`config.mk`:
```
export PLATFORM = sky130hd
export DESIGN_NAME = round_robin_time_slice_scheduler
export DESIGN_NICKNAME = d
export VERILOG_FILES = /design/src/hw/rtl/rrts_pkg.sv /design/src/hw/rtl/round_robin_time_slice_scheduler.sv
export SDC_FILE = /design/constraint.sdc
export NUM_CORES = 2
export LEC_CHECK = 0
export CAP_MARGIN = 40
export CORE_ASPECT_RATIO = 1.5
export CORE_MARGIN = 1
export CORE_UTILIZATION = 57
export DETAILED_ROUTE_END_ITERATION = 7
export DONT_BUFFER_PORTS = 1
export PLACE_DENSITY = 0.74
export SYNTH_ARGS = -nofsm -noshare
export SYNTH_HDL_FRONTEND = slang
export SYNTH_SLANG_ARGS = --single-unit
export TNS_END_PERCENT = 100
```
`constraint.sdc`:
```
create_clock -name clock -period 6.67 [get_ports clock]
set_input_delay 0.667 -clock clock [delete_from_list [all_inputs] [get_ports clock]]
set_output_delay 0.667 -clock clock [all_outputs]
set_load 0.02 [all_outputs]
```
`src/hw/rtl/rrts_pkg.sv`:
```
// Shared types and constants for the round-robin time-slice scheduler.
// No dependencies.
package rrts_pkg;

   localparam int MAX_TASKS = 64;
   localparam int ID_W      = 6;
   localparam int CNT_W     = $clog2(MAX_TASKS + 1);

   typedef enum logic [2:0] {
      OP_ENQUEUE  = 3'd0,
      OP_DEQUEUE  = 3'd1,
      OP_YIELD    = 3'd2,
      OP_PICK     = 3'd3,
      OP_PUT_PREV = 3'd4,
      OP_TICK     = 3'd5
   } op_type;

   typedef enum logic [1:0] {
      ST_DONE       = 2'd0,
      ST_NOT_QUEUED = 2'd1,
      ST_FULL       = 2'd2
   } status_type;

   typedef enum logic [1:0] {
      REG_FORE_SLICE   = 2'd0,
      REG_BACK_SLICE   = 2'd1,
      REG_ROUND_BUDGET = 2'd2
   } reg_type;

   typedef enum logic [3:0] {
      FSM_IDLE = 4'b0001,
      FSM_READ = 4'b0010,
      FSM_LINK = 4'b0100,
      FSM_RESP = 4'b1000
   } fsm_type;

endpackage

```
`src/hw/rtl/round_robin_time_slice_scheduler.sv`:
```
// Round-robin time-slice scheduler: run queue kept as a doubly linked list.
// A request passes through read and response states, plus a link state when a task is
// linked into the queue; one item at a time, so a new request is taken only once the
// last response is registered, which waits while a held response awaits rsp_tready.
// Reset (synchronous, active high) empties the queue and clears current task and
// round time; per-task memories hold no reset and need no clearing pass.
// Depends on rrts_pkg.
module round_robin_time_slice_scheduler (
   input  logic        clock,
   input  logic        reset,
   input  logic        req_tvalid,
   output logic        req_tready,
   // [2:0] operation, [8:3] task_id, [9] at_head, [10] foreground,
   // [42:11] clock_now, [47:43] zero
   input  logic [47:0] req_tdata,
   output logic        rsp_tvalid,
   input  logic        rsp_tready,
   // [0] picked_valid, [6:1] picked_task, [7] resched, [9:8] status, [15:10] zero
   output logic [15:0] rsp_tdata,
   input  logic        csr_valid,
   output logic        csr_ready,
   input  logic [1:0]  csr_index,
   input  logic [31:0] csr_data
);
   import rrts_pkg::*;

   // Per-task memories
   logic [ID_W-1:0] next_mem_ff [MAX_TASKS];
   logic [ID_W-1:0] prev_mem_ff [MAX_TASKS];
   logic [15:0]     slice_mem_ff [MAX_TASKS];
   logic            fg_mem_ff [MAX_TASKS];

   logic [ID_W-1:0] nx_rd_ff, pv_rd_ff;
   logic [15:0]     sl_rd_ff;
   logic            fg_rd_ff;

   // Control and scalar state
   fsm_type          state_ff, state_in;
   logic [MAX_TASKS-1:0] queued_ff, queued_in;
   logic [CNT_W-1:0] count_ff, count_in;
   logic [ID_W-1:0]  head_ff, head_in, tail_ff, tail_in;
   logic [31:0]      round_ff, round_in, start_ff, start_in;
   logic [ID_W-1:0]  cur_task_ff, cur_task_in;
   logic             cur_valid_ff, cur_valid_in;
   logic [15:0]      fore_ff, back_ff;
   logic [31:0]      budget_ff;

   // Latched request
   logic [2:0]      op_ff;
   logic [ID_W-1:0] id_ff;
   logic            head_req_ff, fg_req_ff;
   logic [31:0]     now_ff;

   // Result hold and output register
   logic            res_pv_ff, res_pv_in, res_rs_ff, res_rs_in;
   logic [ID_W-1:0] res_pt_ff, res_pt_in;
   logic [1:0]      res_st_ff, res_st_in;
   logic            rsp_valid_ff;
   logic [15:0]     rsp_data_ff;

   // Memory write controls
   logic            nx_we, pv_we, sl_we, fg_we;
   logic [ID_W-1:0] nx_wa, nx_wd, pv_wa, pv_wd;
   logic [15:0]     sl_wd;

   logic            req_acc, out_free;
   logic [31:0]     delta, acc_round;
   logic [32:0]     sum;
   logic            acc_rs, do_acc, is_q;
   logic [15:0]     sl_dec, reload;

   assign req_tready = (state_ff == FSM_IDLE);
   assign req_acc    = req_tvalid && req_tready;
   assign csr_ready  = 1'b1;
   assign out_free   = !rsp_valid_ff || rsp_tready;
   assign rsp_tvalid = rsp_valid_ff;
   assign rsp_tdata  = rsp_data_ff;

   // Accounting: clamped delta, saturating add
   always_comb begin
      delta = now_ff - start_ff;
      if (delta[31]) begin
         delta = 32'd0;
      end
      sum       = {1'b0, round_ff} + {1'b0, delta};
      acc_round = sum[32] ? 32'hFFFF_FFFF : sum[31:0];
      acc_rs    = cur_valid_ff && (acc_round >= budget_ff);
   end

   assign is_q   = queued_ff[id_ff];
   assign sl_dec = sl_rd_ff - 16'd1;
   assign reload = fg_rd_ff ? fore_ff : back_ff;

   // Sequencer
   always_comb begin
      state_in     = state_ff;
      queued_in    = queued_ff;
      count_in     = count_ff;
      head_in      = head_ff;
      tail_in      = tail_ff;
      round_in     = round_ff;
      start_in     = start_ff;
      cur_task_in  = cur_task_ff;
      cur_valid_in = cur_valid_ff;
      res_pv_in    = res_pv_ff;
      res_pt_in    = res_pt_ff;
      res_rs_in    = res_rs_ff;
      res_st_in    = res_st_ff;
      nx_we = 1'b0; nx_wa = id_ff; nx_wd = id_ff;
      pv_we = 1'b0; pv_wa = id_ff; pv_wd = id_ff;
      sl_we = 1'b0; sl_wd = sl_dec;
      fg_we = 1'b0;
      do_acc = 1'b0;
      unique case (state_ff)
         FSM_IDLE: begin
            if (req_acc) begin
               state_in = FSM_READ;
            end
         end
         FSM_READ: begin
            res_pv_in = 1'b0;
            res_pt_in = '0;
            res_rs_in = 1'b0;
            res_st_in = ST_DONE;
            state_in  = FSM_RESP;
            do_acc    = (op_ff == OP_DEQUEUE) || (op_ff == OP_PUT_PREV) ||
                        (op_ff == OP_TICK);
            if (do_acc && cur_valid_ff) begin
               round_in  = acc_round;
               start_in  = now_ff;
               res_rs_in = acc_rs;
            end
            // Unlink a queued task for enqueue, dequeue, yield and put previous
            if (is_q && (op_ff == OP_ENQUEUE || op_ff == OP_DEQUEUE ||
                         op_ff == OP_YIELD || op_ff == OP_PUT_PREV)) begin
               if (id_ff == head_ff) begin
                  head_in = nx_rd_ff;
               end else begin
                  nx_we = 1'b1; nx_wa = pv_rd_ff; nx_wd = nx_rd_ff;
               end
               if (id_ff == tail_ff) begin
                  tail_in = pv_rd_ff;
               end else begin
                  pv_we = 1'b1; pv_wa = nx_rd_ff; pv_wd = pv_rd_ff;
               end
               count_in = count_ff - CNT_W'(1);
            end
            case (op_ff)
               OP_ENQUEUE: begin
                  if (!is_q && count_ff == CNT_W'(MAX_TASKS)) begin
                     res_st_in = ST_FULL;
                  end else begin
                     fg_we = 1'b1;
                     sl_we = 1'b1;
                     sl_wd = fg_req_ff ? fore_ff : back_ff;
                     state_in = FSM_LINK;
                  end
               end
               OP_DEQUEUE: begin
                  if (is_q) begin
                     queued_in[id_ff] = 1'b0;
                  end else begin
                     res_st_in = ST_NOT_QUEUED;
                  end
               end
               OP_YIELD, OP_PUT_PREV: begin
                  if (is_q) begin
                     state_in = FSM_LINK;
                  end else begin
                     res_st_in = ST_NOT_QUEUED;
                  end
               end
               OP_PICK: begin
                  if (count_ff == '0 || round_ff >= budget_ff) begin
                     round_in     = 32'd0;
                     cur_valid_in = 1'b0;
                     res_st_in    = ST_NOT_QUEUED;
                  end else begin
                     res_pv_in    = 1'b1;
                     res_pt_in    = head_ff;
                     start_in     = now_ff;
                     cur_task_in  = head_ff;
                     cur_valid_in = 1'b1;
                  end
               end
               OP_TICK: begin
                  sl_we = 1'b1;
                  if (sl_dec == 16'd0) begin
                     sl_wd = reload;
                     if (!(is_q && id_ff == tail_ff)) begin
                        res_rs_in = 1'b1;
                     end
                  end
               end
               default: begin
               end
            endcase
         end
         FSM_LINK: begin
            // Insert at head (enqueue with at_head) or at tail
            queued_in[id_ff] = 1'b1;
            count_in = count_ff + CNT_W'(1);
            state_in = FSM_RESP;
            if (count_ff == '0) begin
               head_in = id_ff;
               tail_in = id_ff;
            end else if (op_ff == OP_ENQUEUE && head_req_ff) begin
               pv_we = 1'b1; pv_wa = head_ff; pv_wd = id_ff;
               nx_we = 1'b1; nx_wa = id_ff;   nx_wd = head_ff;
               head_in = id_ff;
            end else begin
               nx_we = 1'b1; nx_wa = tail_ff; nx_wd = id_ff;
               pv_we = 1'b1; pv_wa = id_ff;   pv_wd = tail_ff;
               tail_in = id_ff;
            end
         end
         FSM_RESP: begin
            if (out_free) begin
               state_in = FSM_IDLE;
            end
         end
         default: state_in = FSM_IDLE;
      endcase
   end

   // Memories: registered read at acceptance, writes from the sequencer
   always_ff @(posedge clock) begin
      if (req_acc) begin
         nx_rd_ff <= next_mem_ff[req_tdata[8:3]];
         pv_rd_ff <= prev_mem_ff[req_tdata[8:3]];
         sl_rd_ff <= slice_mem_ff[req_tdata[8:3]];
         fg_rd_ff <= fg_mem_ff[req_tdata[8:3]];
      end
      if (nx_we) begin
         next_mem_ff[nx_wa] <= nx_wd;
      end
      if (pv_we) begin
         prev_mem_ff[pv_wa] <= pv_wd;
      end
      if (sl_we) begin
         slice_mem_ff[id_ff] <= sl_wd;
      end
      if (fg_we) begin
         fg_mem_ff[id_ff] <= fg_req_ff;
      end
   end

   // Latch the request beat; hold the result and register the response data
   always_ff @(posedge clock) begin
      if (req_acc) begin
         op_ff       <= req_tdata[2:0];
         id_ff       <= req_tdata[8:3];
         head_req_ff <= req_tdata[9];
         fg_req_ff   <= req_tdata[10];
         now_ff      <= req_tdata[42:11];
      end
      res_pv_ff <= res_pv_in;
      res_pt_ff <= res_pt_in;
      res_rs_ff <= res_rs_in;
      res_st_ff <= res_st_in;
      if (state_ff == FSM_RESP && out_free) begin
         rsp_data_ff <= {6'd0, res_st_ff, res_rs_ff, res_pt_ff, res_pv_ff};
      end
   end

   // Control state, configuration and output valid
   always_ff @(posedge clock) begin
      if (reset) begin
         state_ff     <= FSM_IDLE;
         queued_ff    <= '0;
         count_ff     <= '0;
         head_ff      <= '0;
         tail_ff      <= '0;
         round_ff     <= '0;
         start_ff     <= '0;
         cur_task_ff  <= '0;
         cur_valid_ff <= 1'b0;
         fore_ff      <= 16'd100;
         back_ff      <= 16'd10;
         budget_ff    <= 32'd950000000;
         rsp_valid_ff <= 1'b0;
      end else begin
         state_ff     <= state_in;
         queued_ff    <= queued_in;
         count_ff     <= count_in;
         head_ff      <= head_in;
         tail_ff      <= tail_in;
         round_ff     <= round_in;
         start_ff     <= start_in;
         cur_task_ff  <= cur_task_in;
         cur_valid_ff <= cur_valid_in;
         if (state_ff == FSM_RESP && out_free) begin
            rsp_valid_ff <= 1'b1;
         end else if (rsp_tready) begin
            rsp_valid_ff <= 1'b0;
         end
         if (csr_valid) begin
            unique case (csr_index)
               REG_FORE_SLICE:   fore_ff   <= csr_data[15:0];
               REG_BACK_SLICE:   back_ff   <= csr_data[15:0];
               REG_ROUND_BUDGET: budget_ff <= csr_data;
               default: begin
               end
            endcase
         end
      end
   end

endmodule

```
==> impl_metrics.csv <==
group,metric,value,unit
outcome,outcome,"complete, no violations",
synthesis,synthTopCellsByArea,"edfxtp_1, mux4_2, dfxtp_1, nor2_1, ha_1",
timing,period_minus_slack,6.578,ns
global_route,grt_antenna_before_repair,10,
global_route,track_usage,0.2770,
hold_path,holdPathStages,2,
placed_design,place_congestion,0.9126,
routing,antenna_left,0,
routing,drt_wl_total,219400,um
synthesis,synthArstFlopShare,0,
timing,hold_viol_final,0,
cts,clock-sinks,2165,
timing,rsz0062_at_grt,"true",
routing,drc,0,
routing,dr.first_iter.drc_count,4945,
worst_setup_path,crit_top_cell,"buf_4",
pwr,peakVddDrop,0.2474,mV
routing,vias_per_cell,6.453,
global_route,grt_pass1_wl,324500,um
synthesis,syn_area_per_cell,17.78,um2
routing,wl_per_cell,28.73,um
synthesis,synth_edf_count,1948,
pwr,total_power,27.97,mW
worst_setup_path,crit_slowest_cell,"edfxtp_1",
worst_setup_path,cp.required,7.23,ns
cts,cts_tree,"built",
worst_setup_path,path_depth,39,
layout,fin_nets,5622,
timing,slew_viol_final,0,
floorplanning,io_pins,106,
routing,via_count,49259,
synthesis,dominantRegCellSynth,"edfxtp_1",
timing,fmax,152.0,MHz
worst_setup_path,reg2reg_to,"res_rs_ff$_DFFE_PP_",
floorplanning,fp.coreArea,0.1568,mm2
pwr,leakage,33.20,nW
synthesis,syn_area,0.09006,mm2
layout,regArea,0.06284,mm2
worst_setup_path,ff2ff_setup_slack,0.09,ns
layout,n_fill_cell,10435,
synthesis,ys_top_cells_by_count,"edfxtp_1, mux4_2, nor2_1",
worst_setup_path,path_max_fanout,6,
layout,fin_util,0.6497,
worst_setup_path,cp-start-kind,"flip-flop",
floorplanning,fp.dieH,488.8,um
synthesis,synth_top_area_cell,"edfxtp_1",
timing,clock_skew,0.03136,ns
worst_setup_path,cpPeakStageDelay,0.44,ns
cts,cts_htree_levels,4,
cts,cts.path.max_buffers,3,
floorplanning,start_util,0.5744,
cts,ctsRootBufferMaster,"clkbuf_16",
timing,finalCritPeriodShare,0.9862,
hold_path,hold_end,"budget_ff[25]$_SDFFE_PP0P_",
layout,multi_input_area,0.02634,mm2
timing,setup_tns,0,ns
worst_setup_path,worstSetupPathType,"reg -> reg",
synthesis,ys_types,84,
worst_setup_path,r2r-start,"now_ff[3]$_DFFE_PP_",
timing,setup-violations-final,0,
cts,clkTransAtPathRegs,0.06,ns
hold_path,hp-class,"in -> reg",
routing,firstDrtPassIters,7,
pwr,p_per_area,274.6,mW/mm2
floorplanning,dieArea,0.1596,mm2
cts,cts_buffers,188,
synthesis,ys_warn_count,0,
worst_setup_path,endpoint_kind,"flip-flop",
placed_design,dp_hpwl,131300,um
worst_setup_path,arrival,7.14,ns
flow_run,maxCapViolCount,0,
layout,syn2layout_area_growth,13.11,%
floorplanning,placementRows,178,
floorplanning,fp.dieW,326.6,um
synthesis,synthCells,5066,
global_route,grt_max_degree,466,
synthesis,synthDominantCellAreaShare,0.6495,
placed_design,io_buffers,0,
synthesis,seq_area_frac_synth,0.6977,
synthesis,synth_most_common_cell,"edfxtp_1",
timing,max-slew-margin-rel,0.2033,
global_route,grt_pass1_vias,50583,
cts,clkLatencyLatePin,0.83,ns
timing,worst_pin_slew,1.195,ns
layout,drive_gt1_frac,0.2563,
worst_setup_path,worstRegToRegCells,39,
worst_setup_path,crit_buf_inv,13,
synthesis,synth-seq-cells,2165,
hold_path,hp-start,"csr_data[25]",
worst_setup_path,cp_top_family,"compound AO/OA/AOI/OAI gates",
global_route,grt_remaining_overflow,0,
-- worst max-delay path by stage --
stage,end,slack (ns),from
2_1_floorplan,res_rs_ff$_DFFE_PP_,0.01,now_ff[6]$_DFFE_PP_
3_5_place_dp,res_rs_ff$_DFFE_PP_,-0.71,now_ff[6]$_DFFE_PP_
3_3_place_gp,res_rs_ff$_DFFE_PP_,-0.62,now_ff[6]$_DFFE_PP_
6_report,res_rs_ff$_DFFE_PP_,0.09,now_ff[3]$_DFFE_PP_
5_1_grt,res_rs_ff$_DFFE_PP_,-0.21,now_ff[1]$_DFFE_PP_
4_1_cts,res_rs_ff$_DFFE_PP_,-0.0002,now_ff[1]$_DFFE_PP_
-- final cells by class --
cell class / instances / share of cell area
diodes: 4 / 0.00009826
clock buffers: 243 / 0.04983
clock inverters: 108 / 0.009667
inverters: 98 / 0.003611
multi-input cells: 2522 / 0.2586
flip-flops and latches: 2165 / 0.6169
well taps: 2070 / 0.02543
repair buffers: 424 / 0.03590
-- worst register-to-register path: cells and delay by family, from the launching register on --
family	cells	cell delay, ns
fa+ha+maj	3	0.67
simple gates	5	0.64
flops	1	0.44
xor+xnor	1	0.13
buf+inv	13	1.73
compound gates	17	2.69
-- cells in the final DEF (no fill, tap or decap), types with 14 or more instances in the layout --
cell type      instances
edfxtp_1            1948
nor2b_1               17
nand3_1               44
nor2_1               470
nand2_1              265
a221o_2               19
xor2_1                30
nand4_1               22
clkinv_1              41
inv_1                 94
nor3_1                35
clkbuf_16            192
o211ai_1              16
a211o_1               17
and3_1                22
mux2i_1               61
xnor2_1               44
nor2_2                19
and2_1                21
dlygate4sd3_1         74
clkbuf_1              43
or4b_2                30
a21o_1                56
o21bai_1              16
o21a_1                19
ha_1                 123
or3_1                 22
a21oi_1              150
dfxtp_1              217
clkinv_2              32
a22o_1                34
o31ai_1               32
mux4_2               619
o21ai_0               58
a211oi_1              14
buf_4                325
-- cell families after synthesis --
family,share of synthesized area
adder cells (fa/ha/maj),0.01914
other,0.00008339
XOR/XNOR,0.007391
AND/OR/NAND/NOR,0.05382
AO/OA/AOI/OAI,0.04211
buffers and inverters,0.01700
multiplexers,0.1627
flip-flops,0.6977
-- state kept, by name, indices dropped and copies added, names as in the netlist, 7 cells and up, named ones only --
name / cells
back_ff: 16
budget_ff: 32
count_ff: 7
fg_mem_ff: 64
fore_ff: 16
next_mem_ff: 384
now_ff: 32
prev_mem_ff: 384
round_ff: 32
rsp_tdata: 10
sl_rd_ff: 16
slice_mem_ff: 1024
start_ff: 32
-- power breakdown --
| group | leakage, nW | total [mW] | switching, mW | internal (mW) |
|---|---|---|---|---|
| clock | 2.95 | 10.8 | 4.88 | 5.91 |
| combinational | 11.0 | 2.04 | 1.15 | 0.894 |
| sequential | 19.3 | 15.1 | 0.0727 | 15.1 |
| total | 33.2 | 28.0 | 6.10 | 21.9 |
-- metal layers --
layer	track usage	up-vias	wire, um
li1	-	20956	-
met1	0.3404	25538	78880
met2	0.4910	2266	116300
met3	0.04247	493	15050
met4	0.1122	6	9122
met5	0	-	40
-- metrics by stage --
step / instance area [um2] / worst slack, ns / hold WS (ns) / instances
2_1_floorplan: 90090 / 0.009867 / 0.4003 / 5071
3_3_place_gp: 93840 / -0.6174 / 0.4186 / 7135
3_5_place_dp: 94130 / -0.7052 / 0.4131 / 7150
4_1_cts: 101600 / -0.0002145 / 0.001261 / 7616
5_1_grt: 101900 / -0.2093 / 0.04642 / 7633
6_report: 101900 / 0.09202 / 0.06785 / 7634
-- timing repair --
| action | CTS | global route |
|---|---|---|
| buffers inserted | 42 | 13 |
| hold buffers | 75 | 1 |
| gates resized for setup | 65 | 32 |
| endpoints found under the setup margin | 1 | 1 |
| pin swaps | 49 | 42 |
| hold endpoints to repair | 185 | 1 |
| gates cloned | 1 | 0 |
No activity file was read; power rests on OpenSTA's default activity.
